**config.mk**
```make
export PLATFORM = sky130hd
export DESIGN_NAME = usb_control_endpoint_sequencer
export DESIGN_NICKNAME = d
export VERILOG_FILES = /design/src/design/ucep_pkg.sv /design/src/design/ucep_regs.sv /design/src/design/ucep_core.sv /design/src/design/ucep_outq.sv /design/src/design/usb_control_endpoint_sequencer.sv
export SDC_FILE = /design/constraint.sdc
export NUM_CORES = 1
export LEC_CHECK = 0
export ABC_CLOCK_PERIOD_IN_PS = 17580
export BUFFER_PORTS_ARGS = -buffer_cell sky130_fd_sc_hd__clkbuf_2
export CAP_MARGIN = 20
export CELL_PAD_IN_SITES_DETAIL_PLACEMENT = 1
export CELL_PAD_IN_SITES_GLOBAL_PLACEMENT = 2
export CORE_MARGIN = 1
export CORE_UTILIZATION = 38
export DETAILED_ROUTE_END_ITERATION = 16
export PLACE_DENSITY = 0.9
export SLEW_MARGIN = 40
export SYNTH_ARGS = -nofsm -noshare
export SYNTH_HDL_FRONTEND = slang
export SYNTH_SLANG_ARGS = --single-unit
```
**constraint.sdc**
```tcl
create_clock -name i_clk -period 17.58 [get_ports i_clk]
set_clock_uncertainty 0.1 [all_clocks]
set_input_delay 3.516 -clock i_clk [delete_from_list [all_inputs] [get_ports i_clk]]
set_output_delay 3.516 -clock i_clk [all_outputs]
set_load 0.02 [all_outputs]
```
**src/design/ucep_pkg.sv**
```systemverilog
// ----------------------------------------------------------------------------
// ucep_pkg
// Shared types, codes and defaults of the endpoint-zero control sequencer.
// ----------------------------------------------------------------------------
package ucep_pkg;

    // Defaults for the top-level parameters
    localparam int DEF_MAX_PACKET        = 64;
    localparam int DEF_CONFIG_DESC_LEN   = 41;

    // Reset value of the device descriptor length register
    localparam logic [7:0] DEV_DESC_LEN_RESET = 8'd18;

    // Standard request decoding
    localparam logic [1:0] REQ_TYPE_STANDARD  = 2'd0;
    localparam logic [7:0] REQ_SET_ADDRESS    = 8'd5;
    localparam logic [7:0] REQ_GET_DESCRIPTOR = 8'd6;
    localparam logic [7:0] DESC_TYPE_DEVICE   = 8'd1;
    localparam logic [7:0] DESC_TYPE_CONFIG   = 8'd2;

    // Configuration register word index
    localparam logic REG_DEV_DESC_LEN = 1'b0;

    typedef enum logic [1:0] {
        EV_BUS_RESET = 2'd0,
        EV_SETUP     = 2'd1,
        EV_IN_DONE   = 2'd2,
        EV_OUT_DONE  = 2'd3
    } t_kind;

    typedef enum logic [1:0] {
        ACT_DATA = 2'd0,
        ACT_ZLP  = 2'd1,
        ACT_ARM  = 2'd2,
        ACT_ADDR = 2'd3
    } t_action;

    typedef struct packed {
        t_kind       kind;
        logic [7:0]  request_type;
        logic [7:0]  request;
        logic [15:0] setup_value;
        logic [15:0] setup_length;
    } t_event;

    typedef struct packed {
        t_action    action;
        logic       descriptor_id;
        logic [7:0] byte_offset;
        logic [6:0] packet_length;
        logic [6:0] device_address;
        logic       last;
    } t_result;

    // One event's worth of results handed to the output queue
    typedef struct packed {
        logic              valid;
        logic [1:0]        count;
        t_result [2:0]     res;
    } t_qload;

    function automatic t_result mk_result(t_action a, logic d, logic [7:0] off,
                                          logic [6:0] len, logic [6:0] addr);
        t_result r;
        r.action         = a;
        r.descriptor_id  = d;
        r.byte_offset    = off;
        r.packet_length  = len;
        r.device_address = addr;
        r.last           = 1'b0;
        return r;
    endfunction

endpackage

```
**src/design/ucep_regs.sv**
```systemverilog
// ----------------------------------------------------------------------------
// ucep_regs
// APB register file: device descriptor length.
// ----------------------------------------------------------------------------
module ucep_regs (
    input  logic        i_clk,
    input  logic        i_rst_n,
    input  logic        psel,
    input  logic        penable,
    input  logic        pwrite,
    input  logic [2:0]  paddr,
    input  logic [31:0] pwdata,
    output logic [31:0] prdata,
    output logic        pready,
    output logic [7:0]  o_dev_len
);
    import ucep_pkg::*;

    logic [7:0] r_dev_len;
    logic       wr_en;

    assign pready = 1'b1;
    assign wr_en  = psel && penable && pwrite && (paddr[2] == REG_DEV_DESC_LEN);

    // Hold the register; take a write on the access beat
    always_ff @(posedge i_clk) begin
        if (!i_rst_n) begin
            r_dev_len <= DEV_DESC_LEN_RESET;
        end else if (wr_en) begin
            r_dev_len <= pwdata[7:0];
        end
    end

    // Read back; unmapped words read zero
    assign prdata    = (paddr[2] == REG_DEV_DESC_LEN) ? {24'd0, r_dev_len} : 32'd0;
    assign o_dev_len = r_dev_len;

endmodule

```
**src/design/ucep_core.sv**
```systemverilog
// ----------------------------------------------------------------------------
// ucep_core
// Event input register and single-pass request handling into a result set.
// ----------------------------------------------------------------------------
module ucep_core #(
    parameter int MAX_PACKET               = ucep_pkg::DEF_MAX_PACKET,
    parameter int CONFIG_DESCRIPTOR_LENGTH = ucep_pkg::DEF_CONFIG_DESC_LEN
) (
    input  logic             i_clk,
    input  logic             i_rst_n,
    input  logic             i_valid,
    output logic             o_ready,
    input  ucep_pkg::t_event i_event,
    input  logic [7:0]       i_dev_len,
    input  logic             i_q_free,
    output ucep_pkg::t_qload o_load
);
    import ucep_pkg::*;

    localparam logic [7:0] MAXP     = 8'(MAX_PACKET);
    localparam logic [7:0] CFG_LEN  = 8'(CONFIG_DESCRIPTOR_LENGTH);
    localparam int         NUM_MULT = 255 / MAX_PACKET + 1;

    typedef enum logic [1:0] {
        STAGE_SETUP  = 2'd0,
        STAGE_DATA   = 2'd1,
        STAGE_STATUS = 2'd2
    } t_stage;

    // Input register
    logic   r_in_valid;
    t_event r_in;
    logic   advance;

    // Transfer state
    t_stage     r_stage,   n_stage;
    logic [7:0] r_bytes,   n_bytes;
    logic [7:0] r_offset,  n_offset;
    logic       r_sel,     n_sel;
    logic       r_zlp_due, n_zlp_due;
    logic [6:0] r_pend,    n_pend;

    t_result [2:0] n_res;
    logic [1:0]    n_cnt;

    assign advance = r_in_valid && i_q_free;
    assign o_ready = !r_in_valid || advance;

    // Capture the next event whenever the register frees up
    always_ff @(posedge i_clk) begin
        if (!i_rst_n) begin
            r_in_valid <= 1'b0;
        end else if (o_ready) begin
            r_in_valid <= i_valid;
        end
    end

    always_ff @(posedge i_clk) begin
        if (o_ready && i_valid) begin
            r_in <= i_event;
        end
    end

    // Handle the registered event and build its results
    always_comb begin
        logic [7:0] dlen;
        logic [6:0] plen;
        logic       do_data;
        logic       mult;
        n_stage   = r_stage;
        n_bytes   = r_bytes;
        n_offset  = r_offset;
        n_sel     = r_sel;
        n_zlp_due = r_zlp_due;
        n_pend    = r_pend;
        n_res     = '0;
        n_cnt     = 2'd0;
        do_data   = 1'b0;
        mult      = 1'b0;
        dlen      = 8'd0;
        plen      = 7'd0;
        case (r_in.kind)
            EV_BUS_RESET: begin
                n_pend = 7'd0;
            end
            EV_SETUP: begin
                n_bytes   = 8'd0;
                n_offset  = 8'd0;
                n_zlp_due = 1'b0;
                n_stage   = STAGE_SETUP;
                if (r_in.request_type[6:5] == REQ_TYPE_STANDARD) begin
                    if (r_in.request == REQ_SET_ADDRESS) begin
                        n_pend = r_in.setup_value[6:0];
                    end else if (r_in.request == REQ_GET_DESCRIPTOR) begin
                        if (r_in.setup_value[15:8] == DESC_TYPE_DEVICE) begin
                            n_sel   = 1'b0;
                            n_bytes = i_dev_len;
                        end else if (r_in.setup_value[15:8] == DESC_TYPE_CONFIG) begin
                            n_sel   = 1'b1;
                            n_bytes = CFG_LEN;
                        end
                    end
                end
                // Clamp to what the host asked for
                if ({8'd0, n_bytes} > r_in.setup_length) begin
                    n_bytes = r_in.setup_length[7:0];
                end
                // Whole number of packets
                for (int k = 0; k < NUM_MULT; k++) begin
                    if (n_bytes == 8'(k * MAX_PACKET)) begin
                        mult = 1'b1;
                    end
                end
                if (r_in.setup_length != 16'd0) begin
                    n_stage = STAGE_DATA;
                    if (r_in.request_type[7]) begin
                        if (r_in.setup_length > {8'd0, n_bytes} && mult) begin
                            n_zlp_due = 1'b1;
                        end
                        do_data = 1'b1;
                    end else begin
                        n_res[n_cnt] = mk_result(ACT_ARM, 1'b0, 8'd0, 7'd0, 7'd0);
                        n_cnt        = n_cnt + 2'd1;
                    end
                end else begin
                    n_res[n_cnt] = mk_result(ACT_ZLP, 1'b0, 8'd0, 7'd0, 7'd0);
                    n_cnt        = n_cnt + 2'd1;
                end
            end
            EV_IN_DONE: begin
                do_data = 1'b1;
            end
            default: begin
                n_res[n_cnt] = mk_result(ACT_ARM, 1'b0, 8'd0, 7'd0, 7'd0);
                n_cnt        = n_cnt + 2'd1;
            end
        endcase

        // Data IN stage: next packet, or close out with an optional ZLP
        if (do_data) begin
            if (n_bytes == 8'd0) begin
                if (n_zlp_due) begin
                    n_res[n_cnt] = mk_result(ACT_ZLP, 1'b0, 8'd0, 7'd0, 7'd0);
                    n_cnt        = n_cnt + 2'd1;
                    n_zlp_due    = 1'b0;
                end
                n_stage      = STAGE_STATUS;
                n_res[n_cnt] = mk_result(ACT_ARM, 1'b0, 8'd0, 7'd0, 7'd0);
                n_cnt        = n_cnt + 2'd1;
            end else begin
                dlen         = (n_bytes > MAXP) ? MAXP : n_bytes;
                plen         = dlen[6:0];
                n_res[n_cnt] = mk_result(ACT_DATA, n_sel, n_offset, plen, 7'd0);
                n_cnt        = n_cnt + 2'd1;
                n_res[n_cnt] = mk_result(ACT_ARM, 1'b0, 8'd0, 7'd0, 7'd0);
                n_cnt        = n_cnt + 2'd1;
                n_offset     = n_offset + dlen;
                n_bytes      = n_bytes - dlen;
            end
        end

        // Apply a latched address after an IN completion
        if (r_in.kind == EV_IN_DONE && n_pend != 7'd0) begin
            n_res[n_cnt] = mk_result(ACT_ADDR, 1'b0, 8'd0, 7'd0, n_pend);
            n_cnt        = n_cnt + 2'd1;
            n_pend       = 7'd0;
        end

        if (n_cnt != 2'd0) begin
            n_res[n_cnt - 2'd1].last = 1'b1;
        end
    end

    // Advance transfer state once the results are handed on
    always_ff @(posedge i_clk) begin
        if (!i_rst_n) begin
            r_stage   <= STAGE_SETUP;
            r_bytes   <= 8'd0;
            r_offset  <= 8'd0;
            r_sel     <= 1'b0;
            r_zlp_due <= 1'b0;
            r_pend    <= 7'd0;
        end else if (advance) begin
            r_stage   <= n_stage;
            r_bytes   <= n_bytes;
            r_offset  <= n_offset;
            r_sel     <= n_sel;
            r_zlp_due <= n_zlp_due;
            r_pend    <= n_pend;
        end
    end

    assign o_load.valid = advance;
    assign o_load.count = n_cnt;
    assign o_load.res   = n_res;

    // Status stage means the data stage has drained
    a_status_drained: assert property (@(posedge i_clk) disable iff (!i_rst_n)
        r_stage == STAGE_STATUS |-> r_bytes == 8'd0 && !r_zlp_due)
        else $error("status stage with data still pending");

    // Only a bus reset yields no results
    a_empty_only_reset: assert property (@(posedge i_clk) disable iff (!i_rst_n)
        advance |-> ((n_cnt == 2'd0) == (r_in.kind == EV_BUS_RESET)))
        else $error("result count does not match event kind");

    // Data packets are never empty and never exceed the packet size
    a_packet_size: assert property (@(posedge i_clk) disable iff (!i_rst_n)
        advance && n_cnt != 2'd0 && n_res[0].action == ACT_DATA |->
            n_res[0].packet_length != 7'd0 && {1'b0, n_res[0].packet_length} <= MAXP)
        else $error("data packet length out of range");

endmodule

```
**src/design/ucep_outq.sv**
```systemverilog
// ----------------------------------------------------------------------------
// ucep_outq
// Result queue: holds one event's results and sends them one beat a cycle while the receiver is ready.
// ----------------------------------------------------------------------------
module ucep_outq (
    input  logic              i_clk,
    input  logic              i_rst_n,
    input  ucep_pkg::t_qload  i_load,
    output logic              o_free,
    output logic              o_valid,
    input  logic              i_ready,
    output ucep_pkg::t_result o_result
);
    import ucep_pkg::*;

    t_result [2:0] r_q;
    logic [1:0]    r_cnt;
    logic          pop;

    assign o_valid  = (r_cnt != 2'd0);
    assign pop      = o_valid && i_ready;
    assign o_free   = (r_cnt == 2'd0) || (r_cnt == 2'd1 && i_ready);
    assign o_result = r_q[0];

    // Reload from the core, or drop the head beat once taken
    always_ff @(posedge i_clk) begin
        if (!i_rst_n) begin
            r_cnt <= 2'd0;
        end else if (i_load.valid) begin
            r_cnt <= i_load.count;
        end else if (pop) begin
            r_cnt <= r_cnt - 2'd1;
        end
    end

    always_ff @(posedge i_clk) begin
        if (i_load.valid) begin
            r_q <= i_load.res;
        end else if (pop) begin
            r_q[0] <= r_q[1];
            r_q[1] <= r_q[2];
        end
    end

    // A load only lands on an empty or emptying queue
    a_no_overwrite: assert property (@(posedge i_clk) disable iff (!i_rst_n)
        i_load.valid |-> r_cnt == 2'd0 || (r_cnt == 2'd1 && i_ready))
        else $error("result queue overwritten");

    // The final queued beat closes its event
    a_tail_last: assert property (@(posedge i_clk) disable iff (!i_rst_n)
        r_cnt == 2'd1 |-> r_q[0].last)
        else $error("final beat without last");

    // Earlier beats never close the event
    a_head_not_last: assert property (@(posedge i_clk) disable iff (!i_rst_n)
        r_cnt > 2'd1 |-> !r_q[0].last)
        else $error("last raised before final beat");

endmodule

```
**src/design/usb_control_endpoint_sequencer.sv**
```systemverilog
// ----------------------------------------------------------------------------
// usb_control_endpoint_sequencer
// Endpoint-zero control transfer sequencer driven by bus events.
// ----------------------------------------------------------------------------
// Usage:
//   Events (bus reset, setup, IN done, OUT done) enter on the s_axis channel;
//   s_axis_tuser carries the event kind, s_axis_tdata the setup fields.
//   Each event yields zero to three actions on m_axis, one beat per action,
//   with m_axis_tlast on the final beat of the event. A bus reset yields none.
//   The event beat is taken into the input register, one pass then loads
//   the result queue, and the first result beat is sent from the queue.
//   Throughput: one event per cycle while each yields at most one beat and
//   m_axis_tready stays high; otherwise the output port sets the pace at one
//   beat a cycle. The input register can take the next event while results
//   are still being sent.
//   Stall: with m_axis_tready low the queue holds its beat, the next event
//   waits in the input register, and s_axis_tready drops once both are full.
//   Reset: synchronous, active low; the transfer state clears, the pending
//   address clears and the descriptor length register returns to 18.
//   The APB port holds the device descriptor length at address 0.
// ----------------------------------------------------------------------------
module usb_control_endpoint_sequencer #(
    parameter int MAX_PACKET               = ucep_pkg::DEF_MAX_PACKET,
    parameter int CONFIG_DESCRIPTOR_LENGTH = ucep_pkg::DEF_CONFIG_DESC_LEN
) (
    input  logic        i_clk,
    input  logic        i_rst_n,
    // Event channel
    input  logic        s_axis_tvalid,
    output logic        s_axis_tready,
    input  logic [47:0] s_axis_tdata,   // request_type[7:0], request[15:8],
                                        // setup_value[31:16], setup_length[47:32]
    input  logic [1:0]  s_axis_tuser,   // kind[1:0]
    // Action channel
    output logic        m_axis_tvalid,
    input  logic        m_axis_tready,
    output logic [23:0] m_axis_tdata,   // descriptor_id[0], byte_offset[8:1],
                                        // packet_length[15:9], device_address[22:16],
                                        // zero fill[23]
    output logic [1:0]  m_axis_tuser,   // action[1:0]
    output logic        m_axis_tlast,
    // Configuration
    input  logic        psel,
    input  logic        penable,
    input  logic        pwrite,
    input  logic [2:0]  paddr,
    input  logic [31:0] pwdata,
    output logic [31:0] prdata,
    output logic        pready
);
    import ucep_pkg::*;

    t_event     ev;
    t_qload     qload;
    t_result    res;
    logic       q_free;
    logic [7:0] dev_len;

    assign ev.kind         = t_kind'(s_axis_tuser);
    assign ev.request_type = s_axis_tdata[7:0];
    assign ev.request      = s_axis_tdata[15:8];
    assign ev.setup_value  = s_axis_tdata[31:16];
    assign ev.setup_length = s_axis_tdata[47:32];

    ucep_regs u_regs (
        .i_clk     (i_clk),
        .i_rst_n   (i_rst_n),
        .psel      (psel),
        .penable   (penable),
        .pwrite    (pwrite),
        .paddr     (paddr),
        .pwdata    (pwdata),
        .prdata    (prdata),
        .pready    (pready),
        .o_dev_len (dev_len)
    );

    ucep_core #(
        .MAX_PACKET               (MAX_PACKET),
        .CONFIG_DESCRIPTOR_LENGTH (CONFIG_DESCRIPTOR_LENGTH)
    ) u_core (
        .i_clk     (i_clk),
        .i_rst_n   (i_rst_n),
        .i_valid   (s_axis_tvalid),
        .o_ready   (s_axis_tready),
        .i_event   (ev),
        .i_dev_len (dev_len),
        .i_q_free  (q_free),
        .o_load    (qload)
    );

    ucep_outq u_outq (
        .i_clk    (i_clk),
        .i_rst_n  (i_rst_n),
        .i_load   (qload),
        .o_free   (q_free),
        .o_valid  (m_axis_tvalid),
        .i_ready  (m_axis_tready),
        .o_result (res)
    );

    // Pack the head beat onto the action channel
    assign m_axis_tuser = res.action;
    assign m_axis_tlast = res.last;
    assign m_axis_tdata = {1'b0, res.device_address, res.packet_length,
                           res.byte_offset, res.descriptor_id};

endmodule

```
* After elaboration in Yosys (flattened, before gate mapping)
Index checks and enable logic that the tools add are counted. W data, S select, Z words.
Storage, ports and cells: flip-flop bits (word level) 164, output and inout bits 62, bits of input ports 92, word-level logic and storage cells 176
Cells by class: bitwise gates (word level) 10, reduce and logical (&&, ||, !) cells 28, order comparisons 13, equality and inequality tests 10, $add $sub $neg 8, mux-type cells 76
Operators with widths (number):
- $mux W78 | 7
- $demux W26 S2 | 5
- $bwmux W78 | 3
- $not A75 Y75 | 3
- $mux W26 | 6
- $and A75 B75 Y75 | 2
- $mux W8 | 15
- $mux W52 | 2
- $and A25 B75 Y75 | 1
- $pmux W26 S2 | 1
- $mux W1 | 22
- $mux W7 | 3
- $eq A8 B3 Y1 const B | 2
- $eq A8 B8 Y1 const B | 2
- $gt A16 B8 Y1 | 1
- $gt A8 B16 Y1 | 1
- $logic_not A8 Y1 | 2
- $mux W2 | 8
- $reduce_bool A16 Y1 | 1
- $lt A2 B3 Y1 const B | 5
- $logic_and A1 B1 Y1 | 14
- $pmux W7 S2 | 1
- $ge A2 B1 Y1 const B | 5
- $add A2 B1 Y2 const B | 4
- 21 further kinds | 29

* Depth between registers and ports, before layout
Gate-level depths: netlist of run 1.
depth after elaboration 37, gate-level depth with buffers 26, mapped depth without buffers 26

* Hierarchy
From an unflattened synthesis of run 1, not the netlist that was laid out.
Second synthesis, totals: cells, all modules 810, area, all modules 9122.5 um^2
Modules (own cells, without submodules):
- ucep_core | area an instance 4949.7 um^2, cells an instance 557, instances 1, seq. area each 1841.8 um^2
- ucep_outq | area an instance 3560.9 um^2, cells an instance 181, instances 1, seq. area each 2382.3 um^2
- ucep_regs | area an instance 600.6 um^2, cells an instance 70, instances 1, seq. area each 160.2 um^2
- usb_control_endpoint_sequencer | area an instance 11.3 um^2, cells an instance 2, instances 1, seq. area each 0.0 um^2

* Least setup slack after synthesis of run 1
Ideal clock, no wire load.
path type input port to output port, start in m_axis_tready, end out s_axis_tready, path buffers 0, required time 13964 ps, cell stages on the path 2, path slack 10098 ps, data arrival time 3866 ps, cell sequence a21oi_1 -> nand2_1
On the way: word-level cells in the longest chain between the ends 4
Ends and longest elaborated chain:
- start: declaration | RTL line usb_control_endpoint_sequencer.sv:36 | input logic m_axis_tready,
- $logic_and A1 B1 Y1 | RTL line ucep_outq.sv:22 | assign o_free = (r_cnt == 2'd0) || (r_cnt == 2'd1 && i_ready);
- $logic_or A1 B1 Y1 | RTL line ucep_outq.sv:22
- $logic_and A1 B1 Y1 | RTL line ucep_core.sv:46 | assign advance = r_in_valid && i_q_free;
- $logic_or A1 B1 Y1 | RTL line ucep_core.sv:47 | assign o_ready = !r_in_valid || advance;
- end: declaration | RTL line usb_control_endpoint_sequencer.sv:30 | output logic s_axis_tready,
Every way passes these cells.

* Worst setup path in the final report of run 1
Same ends and word-level chain as after synthesis.

==> summary.txt, run 1 <==
HP Class = reg2reg
Pwr dens = 110 nW/um^2
Clock Tree Buf Depth = 2
Clock Pin Slew Worst Setup and Hold Paths = 60 ps
Clock Sinks = 142
Vias in the first global route = 5593
Mapped Cells = 738
Initial antenna violation count = 0
Least-Margin Pin Slew = 805 ps
Unrepaired setup endpoints after global routing = no
Most frequent cells in the layout = edfxtp_1 (106), clkbuf_2 (95), nand2_1 (86)
Root Driver = clkbuf_16
Post-DP HPWL = 13000 um
Post-Syn Area = 7670 um^2
Core ar. = 19700 um^2
I/O Buffers = 95
Cts hold-fix bufs = 0
Tcrit/Tclk final = 0.443
Share of cells above drive strength 1 = 0.201
Num CTS Buffers = 17
Post-CTS setup buffers = 0
Max Cap Viol = 0
Most common cell after layout, fill and taps aside = edfxtp_1
Arr. time, crit path = 4170 ps
Critical Path Fanout Max = 3
Peak VDD IR = 0.0000667 V
Standby leakage power = 3.56 nW
Nets = 943
Run status = complete, no violations
Die ar. = 20800 um^2
Global Route Usage Sum = 0.183
Via count = 5567
Clk Latency, worst-skew pair = 420 ps
Io pins = 154
Cell Rows = 51
Cells resized by post-CTS repair = 0
Critical path class = in2out
Area growth syn-to-layout = 14.5%
Slew Limit Fails = 0
Total Wirelength = 17900 um
Remaining DRCs = 0
Die height = 144 um
Unique masters post-synth = 84
Yosys warnings = 0
Register area share after synthesis = 0.509
Drt pass-1 iters = 4
Starting Density = 0.390
Largest net degree at the start of global routing = 77
F_max = 128 MHz
# diodes = 0
CTS tree = done
Most used flip-flop cell after synthesis = edfxtp_1
Total negative slack = 0 ps
CTS H-tree lvls = 4
Final Setup Violations = 0
Flops & latches, synth = 142
Relative slew slack = 0.463
Post-synth ARST share = 0
DR vias/cell = 5.08
First-pass GRT wire length = 29000 um
Crit path time final = 7790 ps
Count of final hold-check violations = 0
Placer Congestion = 0.799
Syn Area/Cell = 10.4 um^2
Worst EP required = 13960 ps
Die width = 144 um
Critical Path Start Type = input pin
GR Overflow Total = 0
Final ANT Viol Nets = 0
Hold_ws = 366 ps
WL/cell = 16.3 um
Number of synthesized flops with an enable pin = 106
Initial detailed-routing violation count = 254
Crit path capture type = output port
[worst max-delay path, cell delays in order]
cell and delay [ps]:
clkbuf_2 110, a21oi_1 230, nand2_1 140, clkbuf_2 180
[logic make-up (layout without fill, tap and decap cells)]
group	after synthesis	count (layout)	share of synthesized area
fa+ha+maj	33	33	0.0548
other cells	2	35	0.000979
buf+inv	113	173	0.0816
mux	7	7	0.0111
simple gates	257	257	0.177
flops	142	142	0.509
compound gates	175	175	0.155
xor+xnor	9	9	0.0103
[power breakdown]
group          internal (W)  switching (W)
Sequential         0.000419      0.0000154
Clock              0.000212       0.000151
Combinational     0.0000523       0.000119
[layout make-up]
class | count | area [um^2]
clock buffers | 18 | 429
clock inverters | 14 | 158
well taps | 265 | 332
repair buffers | 102 | 528
inverters | 39 | 146
fillers | 2217 | 10900
multi-input cells | 516 | 3280
flip-flops and latches | 142 | 3900
[synthesized netlist by cell type, drive strengths merged, types with 4 or more instances]
cell	instances	area share
a211oi	5	0.0062
a21boi	4	0.0039
a21o	11	0.011
a21oi	51	0.036
a22o	17	0.019
a31oi	6	0.0049
and2	4	0.0033
and3	7	0.0057
buf	54	0.053
clkbuf	20	0.0098
dfxtp	36	0.094
edfxtp	106	0.41
ha	32	0.052
inv	36	0.018
mux2i	5	0.0082
nand2	87	0.043
nand2b	5	0.0041
nand3	8	0.0059
nand4	5	0.0060
nand4b	4	0.0046
nor2	56	0.028
nor2b	23	0.019
nor3	26	0.020
nor4	10	0.012
o21a	4	0.0039
o21ai	40	0.027
o31ai	9	0.0095
or4	5	0.0059
xnor2	6	0.0069
[metal layers]
layer	wire length [um]	vias up	GRT usage
met5	0	-	0
met4	163	0	0.0465
met3	846	11	0.0444
met2	8610	134	0.306
met1	8280	2654	0.237
li1	-	2768	-
[registers in the layout, summed over array words and instances, names as in the netlist]
| register | flops |
|---|---|
| u_core.r_sel | 1 |
| u_core.r_bytes | 8 |
| u_outq.r_q | 36 |
| u_core.r_pend | 7 |
| u_outq.r_cnt | 2 |
| u_core.r_offset | 8 |
| u_core.r_in | 44 |
| u_core.r_zlp_due | 1 |
| u_outq.o_result | 26 |
| u_core.r_in_valid | 1 |
| u_regs.o_dev_len | 8 |
[metrics by stage]
stage	power, W	util	area (um^2)	cells	worst slack, ps
2_1_floorplan	0.000582	-	7790	771	10100
3_3_place_gp	0.000609	0.416	8170	1063	9810
3_5_place_dp	0.000615	0.416	8170	1063	9790
4_1_cts	0.000979	0.446	8760	1095	9790
5_1_grt	0.00101	0.447	8780	1096	9580
6_report	0.000968	0.447	8780	1096	9790
[final timing paths]
path               startpoint               end  slack [ps]  depth (start not counted)
max             m_axis_tready     s_axis_tready        9790                          4
max reg2reg   u_core.r_in[27]    u_outq.r_q[26]       10250                         24
min reg2reg  u_core.r_zlp_due  u_core.r_zlp_due         370                          2
min          u_core.r_zlp_due  u_core.r_zlp_due         370                          2
(Power assumes the default switching activity.)
==> run 2, diff against run 1 <==
--- a/config.mk
+++ b/config.mk
@@ -5,15 +5,16 @@
 export SDC_FILE = /design/constraint.sdc
 export NUM_CORES = 1
 export LEC_CHECK = 0
-export ABC_CLOCK_PERIOD_IN_PS = 17580
+export ABC_AREA = 1
+export ABC_CLOCK_PERIOD_IN_PS = 7280
 export BUFFER_PORTS_ARGS = -buffer_cell sky130_fd_sc_hd__clkbuf_2
 export CAP_MARGIN = 20
 export CELL_PAD_IN_SITES_DETAIL_PLACEMENT = 1
 export CELL_PAD_IN_SITES_GLOBAL_PLACEMENT = 2
 export CORE_MARGIN = 1
-export CORE_UTILIZATION = 38
+export CORE_UTILIZATION = 33
 export DETAILED_ROUTE_END_ITERATION = 16
-export PLACE_DENSITY = 0.9
+export PLACE_DENSITY = 0.84
 export SLEW_MARGIN = 40
 export SYNTH_ARGS = -nofsm -noshare
 export SYNTH_HDL_FRONTEND = slang
==> constraint.sdc (replaced) <==
create_clock -name i_clk -period 7.28 [get_ports i_clk]
set_clock_uncertainty 0.1 [all_clocks]
set_input_delay 1.456 -clock i_clk [delete_from_list [all_inputs] [get_ports i_clk]]
set_output_delay 1.456 -clock i_clk [all_outputs]
set_load 0.02 [all_outputs]
==> run 2 against run 1 <==
Against the previous run:
- non-clock buffer count is 1 lower
- critical endpoint is now u_outq.r_q[37]
- setup slack worse by 8300 ps
- global-route usage is 2.1 points lower
- die area is 16% higher
==> summary.txt, run 2 <==
Run status = complete, no violations
Clk pwr share = 0.305
Post-synth top area share = 0.409
Most used flip-flop cell after synthesis = edfxtp_1
F_max = 174 MHz
Fillers = 2755
Post-CTS setup buffers = 0
Pwr dens = 307 nW/um^2
Critical Path Start Type = flip-flop
Critical Path Fanout Max = 14
Clock Tree Buf Depth = 2
Grt met3 use = 0.0382
Total Wirelength = 18400 um
Main combinational cell family by area after synthesis = simple AND/OR/NAND/NOR gates
Die height = 155 um
CP max stage cell = edfxtp_1
Sequential power share = 0.431
Post-synthesis compound-gate area fraction = 0.103
Setup ws final = 1520 ps
Number of synthesized flops with an enable pin = 106
Nets = 1086
Initial detailed-routing violation count = 225
Area growth syn-to-layout = 14.3%
Grt met1 use = 0.199
Switch share = 0.348
CTS tree = done
Xor-xnor portion of the synthesized cell area = 0.00789
Grt met2 use = 0.285
Register area = 3900 um^2
WL/cell = 14.3 um
Critical path class = reg2reg
Cell Area, Placed = 8340 um^2
Least-Margin Pin Slew = 593 ps
Initial antenna violation count = 0
Most common cell after layout, fill and taps aside = nand2_1
First-pass GRT wire length = 30500 um
Most flops, register = u_core.r_in
Starting Density = 0.340
Internal power = 0.00178 W
Peak VDD IR = 0.000145 V
# diodes = 0
Worst EP required = 7350 ps
Remaining DRCs = 0
Most common cell in the synthesized netlist = nand2_1
Worst path max stage delay = 410 ps
Die width = 155 um
R2r setup slk = 1520 ps
Cts hold-fix bufs = 0
Pre-CTS WS = 1500 ps
Cells resized by post-CTS repair = 0
Clock Sinks = 142
Total negative slack = 0 ps
Post-synth top cells = nand2_1 (164), inv_1 (128), edfxtp_1 (106), nor2_1 (72), o21ai_0 (57)
Register area share after synthesis = 0.502
Crit path time final = 5760 ps
Design area = 8890 um^2
Synth Area in Simple Gates = 0.205
Mapped Cells = 880
Standby leakage power = 3.94 nW
Drt pass-1 iters = 4
Multi-input logic area = 3010 um^2
Arr. time, crit path = 5830 ps
Synth area leaders = edfxtp_1 (41%), dfxtp_1 (9.3%), nand2_1 (7.9%)
HP Class = reg2reg
Root Driver = clkbuf_16
Count of final hold-check violations = 0
Unique masters post-synth = 48
Num CTS Buffers = 17
GR Overflow Total = 0
CP most frequent cell = nand2_1
Tcrit/Tclk final = 0.791
Syn Area/Cell = 8.84 um^2
Max reg flops = 44
Global Route Usage Sum = 0.162
Gr busiest metal = met2
Max Cap Viol = 0
Unrepaired setup endpoints after global routing = no
Largest net degree at the start of global routing = 45
Post-Syn Area = 7770 um^2
Final Setup Violations = 0
DR vias/cell = 4.58
CP bufs+invs = 5
Post-synth ARST share = 0
Synth Area in Adders = 0.0541
Clk Latency, worst-skew pair = 430 ps
Clock Pin Slew Worst Setup and Hold Paths = 60 ps
Cell Rows = 55
Crit path capture type = flip-flop
Final ANT Viol Nets = 0
Most frequent cells in the layout = nand2_1 (163), inv_1 (126), edfxtp_1 (106)
Placer Congestion = 0.841
Combinational power share = 0.263
Core ar. = 22800 um^2
Flops & latches, synth = 142
Post-route non-filler standard cell count = 1287
Via count = 5896
I/O Buffers = 95
Mux share of post-synthesis cell area = 0
Io pins = 154
CTS H-tree lvls = 4
Share of cells above drive strength 1 = 0.193
NetSw = 0.000950 W
Vias in the first global route = 6146
CP delay by family, top = simple AND/OR/NAND/NOR gates
Synth area leader = edfxtp_1
Post-DP HPWL = 13200 um
Die ar. = 24200 um^2
Placed insts = 1255
Slew Limit Fails = 0
Relative slew slack = 0.604
Yosys warnings = 0
Final core utilization = 0.389
[run 2: cell type report]
class                   count  share of cell area
flip-flops and latches    142               0.439
multi-input cells         564               0.339
clock buffers              19              0.0498
inverters                 135              0.0573
well taps                 313              0.0441
clock inverters            13              0.0121
repair buffers            101              0.0586
[run 2: worst register-to-register path, delay by kind of cell, from the launching register on]
kind / cells / cell delay [ps]
flops: 1 / 410
compound gates: 3 / 720
simple gates: 27 / 2930
buf+inv: 5 / 320
fa+ha+maj: 4 / 1040
[run 2: power groups by stage]
stage | Combinational, W | Clock, W | Sequential, W
global placement | 0.000712 | 0 | 0.00119
CTS | 0.000734 | 0.000850 | 0.00118
floorplan | 0.000599 | 0 | 0.00118
global route | 0.000815 | 0.000880 | 0.00119
finish | 0.000718 | 0.000833 | 0.00118
detailed placement | 0.000730 | 0 | 0.00119
[run 2: cell families (layout without fill, tap and decap cells)]
group / Yosys count / after routing
adders and majority gates: 33 / 33
DFF: 142 / 142
xor gates and xnor gates: 7 / 7
other: 2 / 35
and+or+nand+nor: 344 / 344
buffers and inverters: 207 / 268
AOI/OAI and AO/OA: 145 / 145
[run 2: per-stage QoR]
stage / total power (W) / hold WS (ps)
after global placement: 0.00190 / 353
final: 0.00273 / 368
after detailed placement: 0.00192 / 356
after CTS: 0.00276 / 366
after global routing: 0.00289 / 393
after floorplan: 0.00178 / 341
[run 2: final timing paths]
check	from	endpoint	cells after the start
max reg2reg	u_core.r_in[37]	u_outq.r_q[37]	39
min	u_core.r_zlp_due	u_core.r_zlp_due	2
max	u_core.r_in[37]	u_outq.r_q[37]	39
min reg2reg	u_core.r_zlp_due	u_core.r_zlp_due	2
[run 2: per-layer routing]
layer,vias to the layer above,routed length (um),share of wire
li1,2969,-,-
met1,2809,8430,0.46
met2,106,9050,0.49
met3,12,760,0.041
met4,0,143,0.0078
met5,-,0,0
==> run 3, diff against run 2 <==
--- a/config.mk
+++ b/config.mk
@@ -5,16 +5,16 @@
 export SDC_FILE = /design/constraint.sdc
 export NUM_CORES = 1
 export LEC_CHECK = 0
-export ABC_AREA = 1
-export ABC_CLOCK_PERIOD_IN_PS = 7280
+export ABC_AREA = 0
+export ABC_CLOCK_PERIOD_IN_PS = 4900
 export BUFFER_PORTS_ARGS = -buffer_cell sky130_fd_sc_hd__clkbuf_2
 export CAP_MARGIN = 20
 export CELL_PAD_IN_SITES_DETAIL_PLACEMENT = 1
 export CELL_PAD_IN_SITES_GLOBAL_PLACEMENT = 2
 export CORE_MARGIN = 1
-export CORE_UTILIZATION = 33
+export CORE_UTILIZATION = 32
 export DETAILED_ROUTE_END_ITERATION = 16
-export PLACE_DENSITY = 0.84
+export PLACE_DENSITY = 0.81
 export SLEW_MARGIN = 40
 export SYNTH_ARGS = -nofsm -noshare
 export SYNTH_HDL_FRONTEND = slang
==> constraint.sdc (replaced) <==
create_clock -name i_clk -period 4.9 [get_ports i_clk]
set_clock_uncertainty 0.1 [all_clocks]
set_input_delay 0.98 -clock i_clk [delete_from_list [all_inputs] [get_ports i_clk]]
set_output_delay 0.98 -clock i_clk [all_outputs]
set_load 0.02 [all_outputs]
==> run 3 against run 2 <==
Against the previous run:
- the flow now finishes with violations (negative setup slack)
- final area rose by 16%
- critical path depth is 14 lower
- maximum frequency decreased by 2.2%
- clock-buffer cell count is the same
- routed wire length is 15% higher
- power up 31%
- highest routed layer unchanged
- clock power is 51% higher
- largest cell class unchanged
- combinational power rose by 8.1%
==> summary.txt, run 3 (synthesis results as in run 1) <==
Crit path time final = 5890 ps
Post-DP HPWL = 14900 um
Max Cap Viol = 0
Cell Area, Placed = 9070 um^2
Critical path class = reg2reg
Initial antenna violation count = 0
Pwr dens = 349 nW/um^2
Remaining DRCs = 0
Final Setup Violations = 40
Most common cell after layout, fill and taps aside = buf_4
Post-route non-filler standard cell count = 1271
GR Overflow Total = 0
Core ar. = 23500 um^2
Placed insts = 1219
Hold_ws = 375 ps
Final core utilization = 0.437
Design area = 10300 um^2
Slew Limit Fails = 0
F_max = 170 MHz
CTS H-tree lvls = 4
Starting Density = 0.327
Root Driver = clkbuf_16
Multi-input logic area = 3800 um^2
Clk Latency, worst-skew pair = 430 ps
DR vias/cell = 4.87
CTS tree = done
Largest net degree at the start of global routing = 77
Crit path capture type = flip-flop
Max reg flops = 44
Register-to-Register Path Depth = 25
Hold Path Cell Cnt = 2
Register area = 3900 um^2
Cell Rows = 56
Least-Margin Pin Slew = 828 ps
I/O Buffers = 95
Clock Sinks = 142
Peak VDD IR = 0.000222 V
Most frequent cells in the layout = buf_4 (119), edfxtp_1 (106), clkbuf_2 (95)
Nets = 1064
Standby leakage power = 4.26 nW
# diodes = 0
Fillers = 2628
Area growth syn-to-layout = 33.8%
Die width = 157 um
Placer Congestion = 0.828
Io pins = 154
Tcrit/Tclk final = 1.20
PnR Total Power = 0.00358 W
Worst EP required = 5070 ps
Clock Pin Slew Worst Setup and Hold Paths = 60 ps
Vias in the first global route = 6452
Arr. time, crit path = 6060 ps
Failing checks = negative setup slack
Relative slew slack = 0.444
Total Wirelength = 21200 um
Initial detailed-routing violation count = 298
Clock Tree Buf Depth = 2
Critical Path Fanout Max = 6
Num CTS Buffers = 17
Critical Path Start Type = flip-flop
Global Route Usage Sum = 0.181
Unrepaired setup endpoints after global routing = yes
Die ar. = 24600 um^2
Cts hold-fix bufs = 0
Run status = finished with violations
Most flops, register = u_core.r_in
Count of final hold-check violations = 0
Via count = 6187
WL/cell = 16.7 um
Die height = 157 um
Share of cells above drive strength 1 = 0.379
HP Class = reg2reg
First-pass GRT wire length = 33700 um
Final ANT Viol Nets = 0
Drt pass-1 iters = 4
Setup ws final = -990 ps
==> run 3: critical path: stages, from the launching register on <==
cell,delay [ps]
edfxtp_1,360
or4_4,560
nor4_4,330
and3_4,250
ha_4,200
a21o_1,200
a21oi_4,230
nand4b_1,170
buf_4,190
nand2_4,110
nand2_2,70
o21ai_2,60
inv_2,60
ha_4,260
and4_4,220
a221o_1,170
a21oi_2,60
nand4b_1,200
o41ai_2,390
ha_1,320
xor2_1,160
o31ai_2,290
ha_2,340
mux2i_4,190
nor2_2,60
a211oi_2,160
==> run 3: report_power, final <==
| part | total (W) | internal [W] | switching (W) |
|---|---|---|---|
| registers | 0.00155 | 0.00150 | 0.0000472 |
| logic | 0.000776 | 0.000277 | 0.000499 |
| clock network | 0.00126 | 0.000710 | 0.000550 |
==> run 3: layout make-up <==
| type | count | area share |
|---|---|---|
| Clock inverter | 13 | 0.0128 |
| Sequential cell | 142 | 0.380 |
| Timing Repair Buffer | 221 | 0.141 |
| Clock buffer | 19 | 0.0422 |
| Multi-Input combinational cell | 518 | 0.371 |
| Tap cell | 319 | 0.0389 |
| Inverter | 39 | 0.0143 |
==> run 3: metrics by stage <==
step           TNS [ps]  setup WS [ps]
6_report         -29520           -990
5_1_grt          -40940          -1250
4_1_cts          -25860           -858
3_5_place_dp     -31210          -1050
3_3_place_gp     -24230           -851
2_1_floorplan    -29470          -1110
==> run 3: worst paths after layout <==
kind | startpoint | end | slack (ps)
max | u_core.r_in[28] | u_outq.r_q[26] | -990
min | u_core.r_bytes[3] | u_core.r_bytes[3] | 370
max reg2reg | u_core.r_in[28] | u_outq.r_q[26] | -990
min reg2reg | u_core.r_bytes[3] | u_core.r_bytes[3] | 370
==> run 3: what timing repair did <==
action | 4_1_cts | 5_1_grt
cloned | 2 | 0
pin swaps | 19 | 22
endpoints found under the setup margin | 40 | 57
gates resized for setup | 51 | 48
setup buffers | 15 | 5
==> run 3: layer usage <==
layer,share of wire,vias to the layer above,GRT usage
met5,0,-,0
met4,0.024,0,0.0658
met3,0.041,37,0.0407
met2,0.49,151,0.303
met1,0.45,2980,0.227
li1,-,3019,-
